===== config.mk =====
export PLATFORM = sky130hd
export DESIGN_NAME = percussive_ad_envelope_top_flat
export DESIGN_NICKNAME = d
export VERILOG_FILES = /design/src/rtl/ade_pkg.sv /design/src/rtl/ade_in_if.sv /design/src/rtl/ade_out_if.sv /design/src/rtl/ade_ctrl.sv /design/src/rtl/ade_dp.sv /design/src/rtl/percussive_ad_envelope_top.sv /design/src/flat_wrapper.sv
export SDC_FILE = /design/constraint.sdc
export NUM_CORES = 2
export LEC_CHECK = 0
export BUFFER_PORTS_ARGS = -buffer_cell sky130_fd_sc_hd__buf_2
export CAP_MARGIN = 15
export CELL_PAD_IN_SITES_DETAIL_PLACEMENT = 1
export CELL_PAD_IN_SITES_GLOBAL_PLACEMENT = 1
export CORE_UTILIZATION = 30
export DETAILED_ROUTE_END_ITERATION = 12
export HOLD_SLACK_MARGIN = 0.08
export MAX_ROUTING_LAYER = met4
export PLACE_DENSITY_LB_ADDON = 0.1
export REMOVE_ABC_BUFFERS = 1
export SKIP_CTS_REPAIR_TIMING = 1
export SYNTH_ARGS = -nofsm -noshare
export SYNTH_HDL_FRONTEND = slang
export SYNTH_SLANG_ARGS = --single-unit

===== constraint.sdc =====
create_clock -name clk -period 6.7 [get_ports clk]
set_clock_uncertainty 0.15 [all_clocks]
set_input_delay 0.67 -clock clk [delete_from_list [all_inputs] [get_ports clk]]
set_output_delay 0.67 -clock clk [all_outputs]
set_load 0.05 [all_outputs]

===== src/rtl/ade_pkg.sv =====
// Shared types and constants for the percussive attack/decay envelope block.
package ade_pkg;

    localparam int PHASE_W = 2;
    localparam int CFG_INDEX_W = 2;

    // Envelope phase codes as they appear on the result channel
    typedef enum logic [PHASE_W-1:0] {
        PH_IDLE   = 2'd0,
        PH_ATTACK = 2'd1,
        PH_DECAY  = 2'd2
    } phase_t;

    // Configuration register indexes
    localparam logic [CFG_INDEX_W-1:0] REG_ATTACK_STEP  = 2'd0;
    localparam logic [CFG_INDEX_W-1:0] REG_DECAY_STEP   = 2'd1;
    localparam logic [CFG_INDEX_W-1:0] REG_DECAY_FACTOR = 2'd2;

    // Commands from the controller to the datapath
    typedef struct packed {
        logic capture;
        logic prep;
        logic mult;
        logic commit;
    } ade_cmd_t;

    // Status from the datapath to the controller
    typedef struct packed {
        logic slot_free;
    } ade_status_t;

endpackage


===== src/rtl/ade_in_if.sv =====
// Input channel: one gate/trigger sample per item.
interface ade_in_if;
    logic valid;
    logic ready;
    logic gate_open;
    logic trigger_high;

    modport source (output valid, output gate_open, output trigger_high, input ready);
    modport sink (input valid, input gate_open, input trigger_high, output ready);
endinterface


===== src/rtl/ade_out_if.sv =====
// Output channel: one envelope level and phase per item.
interface ade_out_if
    import ade_pkg::*;
#(
    parameter int LEVEL_W = 24
);
    logic               valid;
    logic               ready;
    logic [LEVEL_W-1:0] level_out;
    logic [PHASE_W-1:0] phase_out;

    modport source (output valid, output level_out, output phase_out, input ready);
    modport sink (input valid, input level_out, input phase_out, output ready);
endinterface


===== src/rtl/ade_ctrl.sv =====
// Sequencing controller: accept, operand setup, multiply, commit.
module ade_ctrl
    import ade_pkg::*;
(
    input  logic        clk,
    input  logic        rst_n,
    input  logic        in_valid,
    output logic        in_ready,
    input  ade_status_t status,
    output ade_cmd_t    cmd
);

    typedef enum logic [1:0] {
        S_IDLE,
        S_PREP,
        S_MUL,
        S_DONE
    } state_t;

    state_t state_reg;
    logic   in_ready_reg;

    always_ff @(posedge clk or negedge rst_n)
    begin
        if (!rst_n)
        begin
            state_reg    <= S_IDLE;
            in_ready_reg <= 1'b1;
        end
        else
        begin
            case (state_reg)
                S_IDLE:
                begin
                    if (in_valid && in_ready_reg)
                    begin
                        state_reg    <= S_PREP;
                        in_ready_reg <= 1'b0;
                    end
                end
                S_PREP:
                begin
                    state_reg <= S_MUL;
                end
                S_MUL:
                begin
                    state_reg <= S_DONE;
                end
                S_DONE:
                begin
                    // hold until the output register can take the item
                    if (status.slot_free)
                    begin
                        state_reg    <= S_IDLE;
                        in_ready_reg <= 1'b1;
                    end
                end
                default:
                begin
                    state_reg    <= S_IDLE;
                    in_ready_reg <= 1'b1;
                end
            endcase
        end
    end

    assign in_ready = in_ready_reg;

    always_comb
    begin
        cmd.capture = (state_reg == S_IDLE) && in_valid && in_ready_reg;
        cmd.prep    = (state_reg == S_PREP);
        cmd.mult    = (state_reg == S_MUL);
        cmd.commit  = (state_reg == S_DONE) && status.slot_free;
    end

`ifndef ASSERT_OFF
    a_capture_busy: assert property (@(posedge clk) disable iff (!rst_n)
        cmd.capture |=> (state_reg == S_PREP) && !in_ready_reg)
        else $error("controller did not go busy after accepting an item");

    a_ready_idle: assert property (@(posedge clk) disable iff (!rst_n)
        in_ready_reg |-> (state_reg == S_IDLE))
        else $error("ready raised while an item is in flight");

    a_commit_release: assert property (@(posedge clk) disable iff (!rst_n)
        cmd.commit |=> in_ready_reg && !cmd.commit)
        else $error("controller did not release after commit");
`endif

endmodule


===== src/rtl/ade_dp.sv =====
// Envelope datapath: state, configuration, shared multiplier, output register.
module ade_dp
    import ade_pkg::*;
#(
    parameter int LEVEL_FRAC_BITS = 23,
    parameter int STEP_FRAC_BITS  = 24
)
(
    input  logic                     clk,
    input  logic                     rst_n,
    input  logic                     cfg_wr_en,
    input  logic [CFG_INDEX_W-1:0]   cfg_index,
    input  logic [STEP_FRAC_BITS:0]  cfg_data,
    input  logic                     gate_open,
    input  logic                     trigger_high,
    input  ade_cmd_t                 cmd,
    output ade_status_t              status,
    output logic                     out_valid,
    input  logic                     out_ready,
    output logic [LEVEL_FRAC_BITS:0] level_out,
    output logic [PHASE_W-1:0]       phase_out
);

    localparam int LEVEL_W = LEVEL_FRAC_BITS + 1;
    localparam int STEP_W  = STEP_FRAC_BITS + 1;
    localparam int PROD_W  = LEVEL_W + STEP_W;
    localparam logic [STEP_W-1:0]  ONE_STEP   = STEP_W'(1) << STEP_FRAC_BITS;
    localparam logic [STEP_W-1:0]  STEP_MAX   = '1;
    localparam logic [LEVEL_W-1:0] FULL_LEVEL = LEVEL_W'(1) << LEVEL_FRAC_BITS;

    // configuration
    logic [STEP_W-1:0]         attack_step_reg;
    logic [STEP_W-1:0]         decay_step_reg;
    logic [STEP_FRAC_BITS-1:0] decay_factor_reg;

    // envelope state
    phase_t             phase_reg;
    logic [STEP_W-1:0]  elapsed_reg;
    logic [LEVEL_W-1:0] start_reg;
    logic [LEVEL_W-1:0] level_reg;
    logic               prev_gate_reg;
    logic               prev_trig_reg;

    // item in flight
    logic               gate_reg;
    logic               trig_reg;
    phase_t             phase_p_reg;
    logic [STEP_W-1:0]  elapsed_p_reg;
    logic [LEVEL_W-1:0] start_p_reg;
    logic               end_p_reg;
    logic [STEP_W-1:0]  op_a_reg;
    logic [LEVEL_W-1:0] op_b_reg;
    logic [PROD_W-1:0]  prod_reg;

    // output register
    logic               out_valid_reg;
    logic [LEVEL_W-1:0] level_out_reg;
    phase_t             phase_out_reg;

    // operand setup
    logic               restart;
    phase_t             ph_start;
    logic [STEP_W-1:0]  e_start;
    logic [LEVEL_W-1:0] start_sel;
    logic [LEVEL_W-1:0] span;
    logic [STEP_W-1:0]  step_sel;
    logic [STEP_W:0]    step_sum;
    logic [STEP_W-1:0]  e_sat;
    logic               end_flag;
    logic [STEP_W-1:0]  op_a;
    logic [LEVEL_W-1:0] op_b;
    logic [STEP_W-1:0]  elapsed_p;

    // commit
    logic [LEVEL_W-1:0] prod_sh;
    phase_t             phase_next;
    logic [STEP_W-1:0]  elapsed_next;
    logic [LEVEL_W-1:0] level_next;

    always_ff @(posedge clk or negedge rst_n)
    begin
        if (!rst_n)
        begin
            attack_step_reg  <= ONE_STEP;
            decay_step_reg   <= ONE_STEP;
            decay_factor_reg <= '1;
        end
        else if (cfg_wr_en)
        begin
            case (cfg_index)
                REG_ATTACK_STEP:  attack_step_reg  <= cfg_data;
                REG_DECAY_STEP:   decay_step_reg   <= cfg_data;
                REG_DECAY_FACTOR: decay_factor_reg <= cfg_data[STEP_FRAC_BITS-1:0];
                default:          ;
            endcase
        end
    end

    always_comb
    begin
        restart   = (trig_reg && !prev_trig_reg) || (gate_reg && !prev_gate_reg);
        ph_start  = restart ? PH_ATTACK : phase_reg;
        e_start   = restart ? '0 : elapsed_reg;
        start_sel = (e_start == '0) ? level_reg : start_reg;
        span      = (FULL_LEVEL >= start_sel) ? FULL_LEVEL - start_sel : '0;
        step_sel  = (ph_start == PH_DECAY) ? decay_step_reg : attack_step_reg;
        step_sum  = {1'b0, e_start} + {1'b0, step_sel};
        // saturate the elapsed count at its maximum
        e_sat     = step_sum[STEP_W] ? STEP_MAX : step_sum[STEP_W-1:0];
        end_flag  = step_sel[STEP_W-1] || (e_sat > ONE_STEP);
        case (ph_start)
            PH_ATTACK:
            begin
                op_a      = e_sat;
                op_b      = span;
                elapsed_p = e_sat;
            end
            PH_DECAY:
            begin
                op_a      = {1'b0, decay_factor_reg};
                op_b      = level_reg;
                elapsed_p = e_sat;
            end
            default:
            begin
                op_a      = '0;
                op_b      = '0;
                elapsed_p = e_start;
            end
        endcase
    end

    always_ff @(posedge clk)
    begin
        if (cmd.capture)
        begin
            gate_reg <= gate_open;
            trig_reg <= trigger_high;
        end
        if (cmd.prep)
        begin
            phase_p_reg   <= ph_start;
            elapsed_p_reg <= elapsed_p;
            start_p_reg   <= start_sel;
            end_p_reg     <= end_flag;
            op_a_reg      <= op_a;
            op_b_reg      <= op_b;
        end
        if (cmd.mult)
        begin
            prod_reg <= PROD_W'(op_a_reg) * PROD_W'(op_b_reg);
        end
    end

    assign prod_sh = prod_reg[STEP_FRAC_BITS +: LEVEL_W];

    always_comb
    begin
        case (phase_p_reg)
            PH_ATTACK:
            begin
                if (end_p_reg)
                begin
                    phase_next   = PH_DECAY;
                    level_next   = FULL_LEVEL;
                    elapsed_next = '0;
                end
                else
                begin
                    phase_next   = PH_ATTACK;
                    level_next   = start_p_reg + prod_sh;
                    elapsed_next = elapsed_p_reg;
                end
            end
            PH_DECAY:
            begin
                if (end_p_reg)
                begin
                    phase_next   = PH_IDLE;
                    level_next   = '0;
                    elapsed_next = '0;
                end
                else
                begin
                    phase_next   = PH_DECAY;
                    level_next   = prod_sh;
                    elapsed_next = elapsed_p_reg;
                end
            end
            default:
            begin
                phase_next   = PH_IDLE;
                level_next   = '0;
                elapsed_next = elapsed_p_reg;
            end
        endcase
    end

    always_ff @(posedge clk or negedge rst_n)
    begin
        if (!rst_n)
        begin
            phase_reg     <= PH_IDLE;
            elapsed_reg   <= '0;
            start_reg     <= '0;
            level_reg     <= '0;
            prev_gate_reg <= 1'b0;
            prev_trig_reg <= 1'b0;
            out_valid_reg <= 1'b0;
        end
        else
        begin
            if (cmd.commit)
            begin
                phase_reg     <= phase_next;
                elapsed_reg   <= elapsed_next;
                start_reg     <= start_p_reg;
                level_reg     <= level_next;
                prev_gate_reg <= gate_reg;
                prev_trig_reg <= trig_reg;
                out_valid_reg <= 1'b1;
            end
            else if (out_ready)
            begin
                out_valid_reg <= 1'b0;
            end
        end
    end

    always_ff @(posedge clk)
    begin
        if (cmd.commit)
        begin
            level_out_reg <= level_next;
            phase_out_reg <= phase_next;
        end
    end

    assign status.slot_free = !out_valid_reg || out_ready;
    assign out_valid        = out_valid_reg;
    assign level_out        = level_out_reg;
    assign phase_out        = phase_out_reg;

`ifndef ASSERT_OFF
    a_commit_shows: assert property (@(posedge clk) disable iff (!rst_n)
        cmd.commit |=> out_valid_reg && (level_out_reg == level_reg)
                       && (phase_out_reg == phase_reg))
        else $error("committed item does not match envelope state");

    a_level_range: assert property (@(posedge clk) disable iff (!rst_n)
        level_reg <= FULL_LEVEL)
        else $error("envelope level above full scale");

    a_idle_zero: assert property (@(posedge clk) disable iff (!rst_n)
        (phase_reg == PH_IDLE) |-> (level_reg == '0))
        else $error("idle phase with nonzero level");
`endif

endmodule


===== src/rtl/percussive_ad_envelope_top.sv =====
// Top level of the percussive attack/decay envelope generator.
// Each input item is one audio sample of gate and trigger bits and yields one
// item of envelope level (Q1.LEVEL_FRAC_BITS) and phase. An item passes through
// capture at acceptance, operand setup, one pass through the single shared
// multiplier (attack ramp or decay product), and commit, in that order. Commit
// writes the result into the output register and raises input ready together,
// so no new item is accepted before the last one is committed. Commit waits while
// the previous result still sits untaken in the output register. Input ready is low
// while an item is in flight. Reset clears the envelope state and output valid
// and loads the default configuration, with no clearing pass. Configuration
// registers are to be written while no item is in flight; this is not enforced.
module percussive_ad_envelope_top
    import ade_pkg::*;
#(
    parameter int LEVEL_FRAC_BITS = 23,
    parameter int STEP_FRAC_BITS  = 24
)
(
    input  logic                    clk,
    input  logic                    rst_n,
    input  logic                    cfg_wr_en,
    input  logic [CFG_INDEX_W-1:0]  cfg_index,
    input  logic [STEP_FRAC_BITS:0] cfg_data,
    ade_in_if.sink                  in_ch,
    ade_out_if.source               out_ch
);

    ade_cmd_t    cmd;
    ade_status_t status;

    ade_ctrl u_ctrl (
        .clk      (clk),
        .rst_n    (rst_n),
        .in_valid (in_ch.valid),
        .in_ready (in_ch.ready),
        .status   (status),
        .cmd      (cmd)
    );

    ade_dp #(
        .LEVEL_FRAC_BITS (LEVEL_FRAC_BITS),
        .STEP_FRAC_BITS  (STEP_FRAC_BITS)
    ) u_dp (
        .clk          (clk),
        .rst_n        (rst_n),
        .cfg_wr_en    (cfg_wr_en),
        .cfg_index    (cfg_index),
        .cfg_data     (cfg_data),
        .gate_open    (in_ch.gate_open),
        .trigger_high (in_ch.trigger_high),
        .cmd          (cmd),
        .status       (status),
        .out_valid    (out_ch.valid),
        .out_ready    (out_ch.ready),
        .level_out    (out_ch.level_out),
        .phase_out    (out_ch.phase_out)
    );

endmodule


===== src/flat_wrapper.sv =====
// flat-port wrapper written by rule: the top's interface ports become plain ports
module percussive_ad_envelope_top_flat import ade_pkg::*;
#(
    parameter int LEVEL_FRAC_BITS = 23,
    parameter int STEP_FRAC_BITS  = 24
)
  (clk, rst_n, cfg_wr_en, cfg_index, cfg_data, in_ch_valid, in_ch_gate_open, in_ch_trigger_high, in_ch_ready, out_ch_valid, out_ch_level_out, out_ch_phase_out, out_ch_ready);
  ade_in_if in_ch_i ();
  ade_out_if #(.LEVEL_W((LEVEL_FRAC_BITS + 1))) out_ch_i ();
  input  logic clk;
  input  logic rst_n;
  input  logic cfg_wr_en;
  input  logic [CFG_INDEX_W-1:0] cfg_index;
  input  logic [STEP_FRAC_BITS:0] cfg_data;
  input wire logic [$bits(in_ch_i.valid)-1:0] in_ch_valid;
  input wire logic [$bits(in_ch_i.gate_open)-1:0] in_ch_gate_open;
  input wire logic [$bits(in_ch_i.trigger_high)-1:0] in_ch_trigger_high;
  output wire logic [$bits(in_ch_i.ready)-1:0] in_ch_ready;
  output wire logic [$bits(out_ch_i.valid)-1:0] out_ch_valid;
  output wire logic [$bits(out_ch_i.level_out)-1:0] out_ch_level_out;
  output wire logic [$bits(out_ch_i.phase_out)-1:0] out_ch_phase_out;
  input wire logic [$bits(out_ch_i.ready)-1:0] out_ch_ready;
  assign in_ch_i.valid = in_ch_valid;
  assign in_ch_i.gate_open = in_ch_gate_open;
  assign in_ch_i.trigger_high = in_ch_trigger_high;
  assign in_ch_ready = in_ch_i.ready;
  assign out_ch_valid = out_ch_i.valid;
  assign out_ch_level_out = out_ch_i.level_out;
  assign out_ch_phase_out = out_ch_i.phase_out;
  assign out_ch_i.ready = out_ch_ready;
  percussive_ad_envelope_top #(.LEVEL_FRAC_BITS(LEVEL_FRAC_BITS), .STEP_FRAC_BITS(STEP_FRAC_BITS)) u_core (.clk(clk), .rst_n(rst_n), .cfg_wr_en(cfg_wr_en), .cfg_index(cfg_index), .cfg_data(cfg_data), .in_ch(in_ch_i), .out_ch(out_ch_i));
endmodule

==> impl_metrics.ini <==
[run_status]
status = finished, violations left
violations = setup timing

[place]
dpl_cell_area_um2 = 38570
finalWeightedCongestion = 0.8123
dpl.hpwl_um = 89230
port_buffers = 61

[global_routing]
grt_max_degree = 101
globalRoute.totalOverflow = 0
grt_pass1_wl_um = 173200
grt_pass1_vias = 27700
grt_usage_pct = 20.19
antenna_found_initial = 5

[sta]
tns_ns = -10.27
relSlewSlack_pct = 38.96
finalHoldViolCount = 0
min_period_over_period_pct = 111.2
setup_violations = 23
timing.final.crit_period_ns = 7.451
fin_ws_ns = -0.7514
worstMarginPinSlew_ns = 0.9156
clock.fmax_mhz = 134.2
rsz0062_at_grt = true
hold_slack_ns = 0.1232
slew_violations = 0

[pwr]
cellPowerDensity_nw_per_um2 = 115.4
vdd_ir_drop_max_v = 0.0001795
cellLeakagePower_uw = 0.02006
p_total_uw = 4695

[clocking]
insertion_delay_ns = 0.58
cts_tree = done
numClockSinks = 308
numCtsBuffers = 41
clockRootBuffer = clkbuf_16
path_clk_slew_ns = 0.07
h-tree-depth = 2
cts_buffer_depth = 3

[cells_and_area]
drive_gt1_share_pct = 17.35
final_common_cell = inv_1
num-nets-final = 4567
area_growth_pct = 17.78
fin_area_um2 = 40680
final_cell_mix = inv_1, nand2_1, fa_1

[synth]
synth_top_family_by_area = adder cells
synth_flop_cell = edfxtp_1
synth_compound_area_share_pct = 6.517
ys_ff_latch = 308
yosys.cell_types.count = 70
synth-seq-area-share_pct = 24.63
avgSynthCellArea_um2 = 9.603
synthMuxAreaShare_pct = 4.557
synth_adder_area_share_pct = 37.33
yosys_warnings = 0
synth_cells = 3597
async_reset_ff_share_pct = 50.32
synth_edf_count = 153
synthSimpleGateAreaFrac_pct = 16.05
synth-xor-area-share_pct = 2.054
syn_area_um2 = 34540

[worst_setup_path]
end_kind = register
cp-start-kind = register
critPathTopFamily = adder cells
worst-setup-path-type = reg -> reg
crit_buf_inv = 7
slowest_stage = edfxtp_1
path_cells = buf_6, buf_8, and2_4, fa_1, inv_2, fa_1, inv_2, fa_1, ha_2, inv_1, fa_1, inv_1, fa_1, fa_1, ha_4, a211o_1, o311a_4, buf_4, a211o_4, a2111o_1, a21oi_4, a21oi_2, or4_1, o311ai_2
cp_slowest_stage_delay_ns = 0.59
crit_path_frequent_cell = fa_1
worstPathMaxFanout = 8
crit_required_ns = 6.95
cp_data_arrival_time_ns = 7.70

[floorplanning]
boundaryPins = 62
die_x_um = 341.3
die_y_um = 341.3
die-area_um2 = 116500
rows = 124
start_util_pct = 30.25
core_area_um2 = 114200

[routing]
vias = 25090
antenna_left = 0
viasPerCell = 4.688
firstDrtPassIters = 5
routedWlPerCell_um = 20.94
drc_errors = 0
routed_wl_um = 112100
drt_iter0_markers = 1018

[run]
drv_cap = 0

[hold_path]
hold_path.class = in -> reg
==> stage by stage <==
| stage | util, % | instances | setup slack (ns) |
|---|---|---|---|
| finish | 35.63 | 5351 | -0.7514 |
| detailed placement | 33.78 | 5255 | -1.214 |
| CTS | 34.95 | 5331 | -1.206 |
| floorplan | - | 3422 | -0.4708 |
| global route | 35.63 | 5351 | -0.9425 |
| global placement | 33.78 | 5255 | -1.171 |
==> where the power goes <==
| group | switching [uW] | internal, uW |
|---|---|---|
| Sequential | 42.3 | 2080 |
| Combinational | 174 | 151 |
| Clock | 934 | 1310 |
==> Yosys cell counts, types with 4 or more instances <==
cell type	number	share of area, %
nand4_1	12	0.22
o31ai_1	14	0.30
edfxtp_1	153	13
nor2_1	75	0.82
dfrtp_1	128	9.3
mux2_2	118	3.8
a31oi_1	19	0.34
nand3b_1	5	0.11
or3_1	6	0.11
a21o_1	41	0.89
and2_1	305	5.5
and3_1	16	0.29
nand3_1	44	0.64
clkbuf_1	165	1.8
o21bai_1	12	0.26
xor2_1	24	0.61
inv_1	635	6.9
nand2b_1	12	0.22
buf_2	4	0.058
nand2_1	598	6.5
mux2i_1	23	0.67
dfstp_2	27	2.1
buf_1	4	0.043
or4_1	6	0.13
nor3b_1	5	0.11
nor3_1	46	0.67
a21boi_0	6	0.13
o21ai_0	95	1.4
a22oi_1	15	0.33
a21oi_1	98	1.4
o211ai_1	6	0.13
xnor2_1	57	1.4
o21a_1	6	0.13
a211o_1	4	0.10
ha_1	224	8.1
nor2b_1	16	0.29
fa_1	504	29
a211oi_1	5	0.11
a22o_1	4	0.10
nor4_1	14	0.25
==> logic make-up after synthesis <==
kind of cell | Yosys count
adder cells (fa/ha/maj) | 728
buffers and inverters | 811
AO/OA/AOI/OAI | 359
AND/OR/NAND/NOR | 1168
multiplexers | 142
XOR/XNOR | 81
flip-flops | 308
==> layout make-up <==
class                   instances  area [um2]
clock buffers                  57        1180
inverters                     636        2390
clock inverters                19       163.9
fillers                     13010       73510
repair buffers                340        3034
flip-flops and latches        308        8507
multi-input cells            2478       23510
diodes                          1       2.502
well taps                    1512        1892
==> metal layers <==
layer  vias up  global-route usage [%]  wire length, um
li1      11700                       -                -
met1     13000                   27.75            53870
met2       285                   31.97            52300
met3       109                   2.128             3345
met4         0                   4.634             2557
met5         -                       -                0
==> worst paths after layout <==
check	start	endpoint	slack, ns	depth (start not counted)
min in group asynchronous	rst_n	u_core.u_dp.attack_step_reg[23]	0.52	2
hold reg to reg	u_core.u_dp.elapsed_p_reg[1]	u_core.u_dp.elapsed_reg[1]	0.32	2
hold / removal	in_ch_trigger_high	u_core.u_dp.trig_reg	0.12	1
max in group asynchronous	rst_n	u_core.u_dp.level_reg[3]	4.70	3
setup / recovery	u_core.u_dp.op_b_reg[2]	u_core.u_dp.prod_reg[36]	-0.75	24
setup reg to reg	u_core.u_dp.op_b_reg[2]	u_core.u_dp.prod_reg[36]	-0.75	24
No activity file was read; power rests on OpenSTA's default activity.
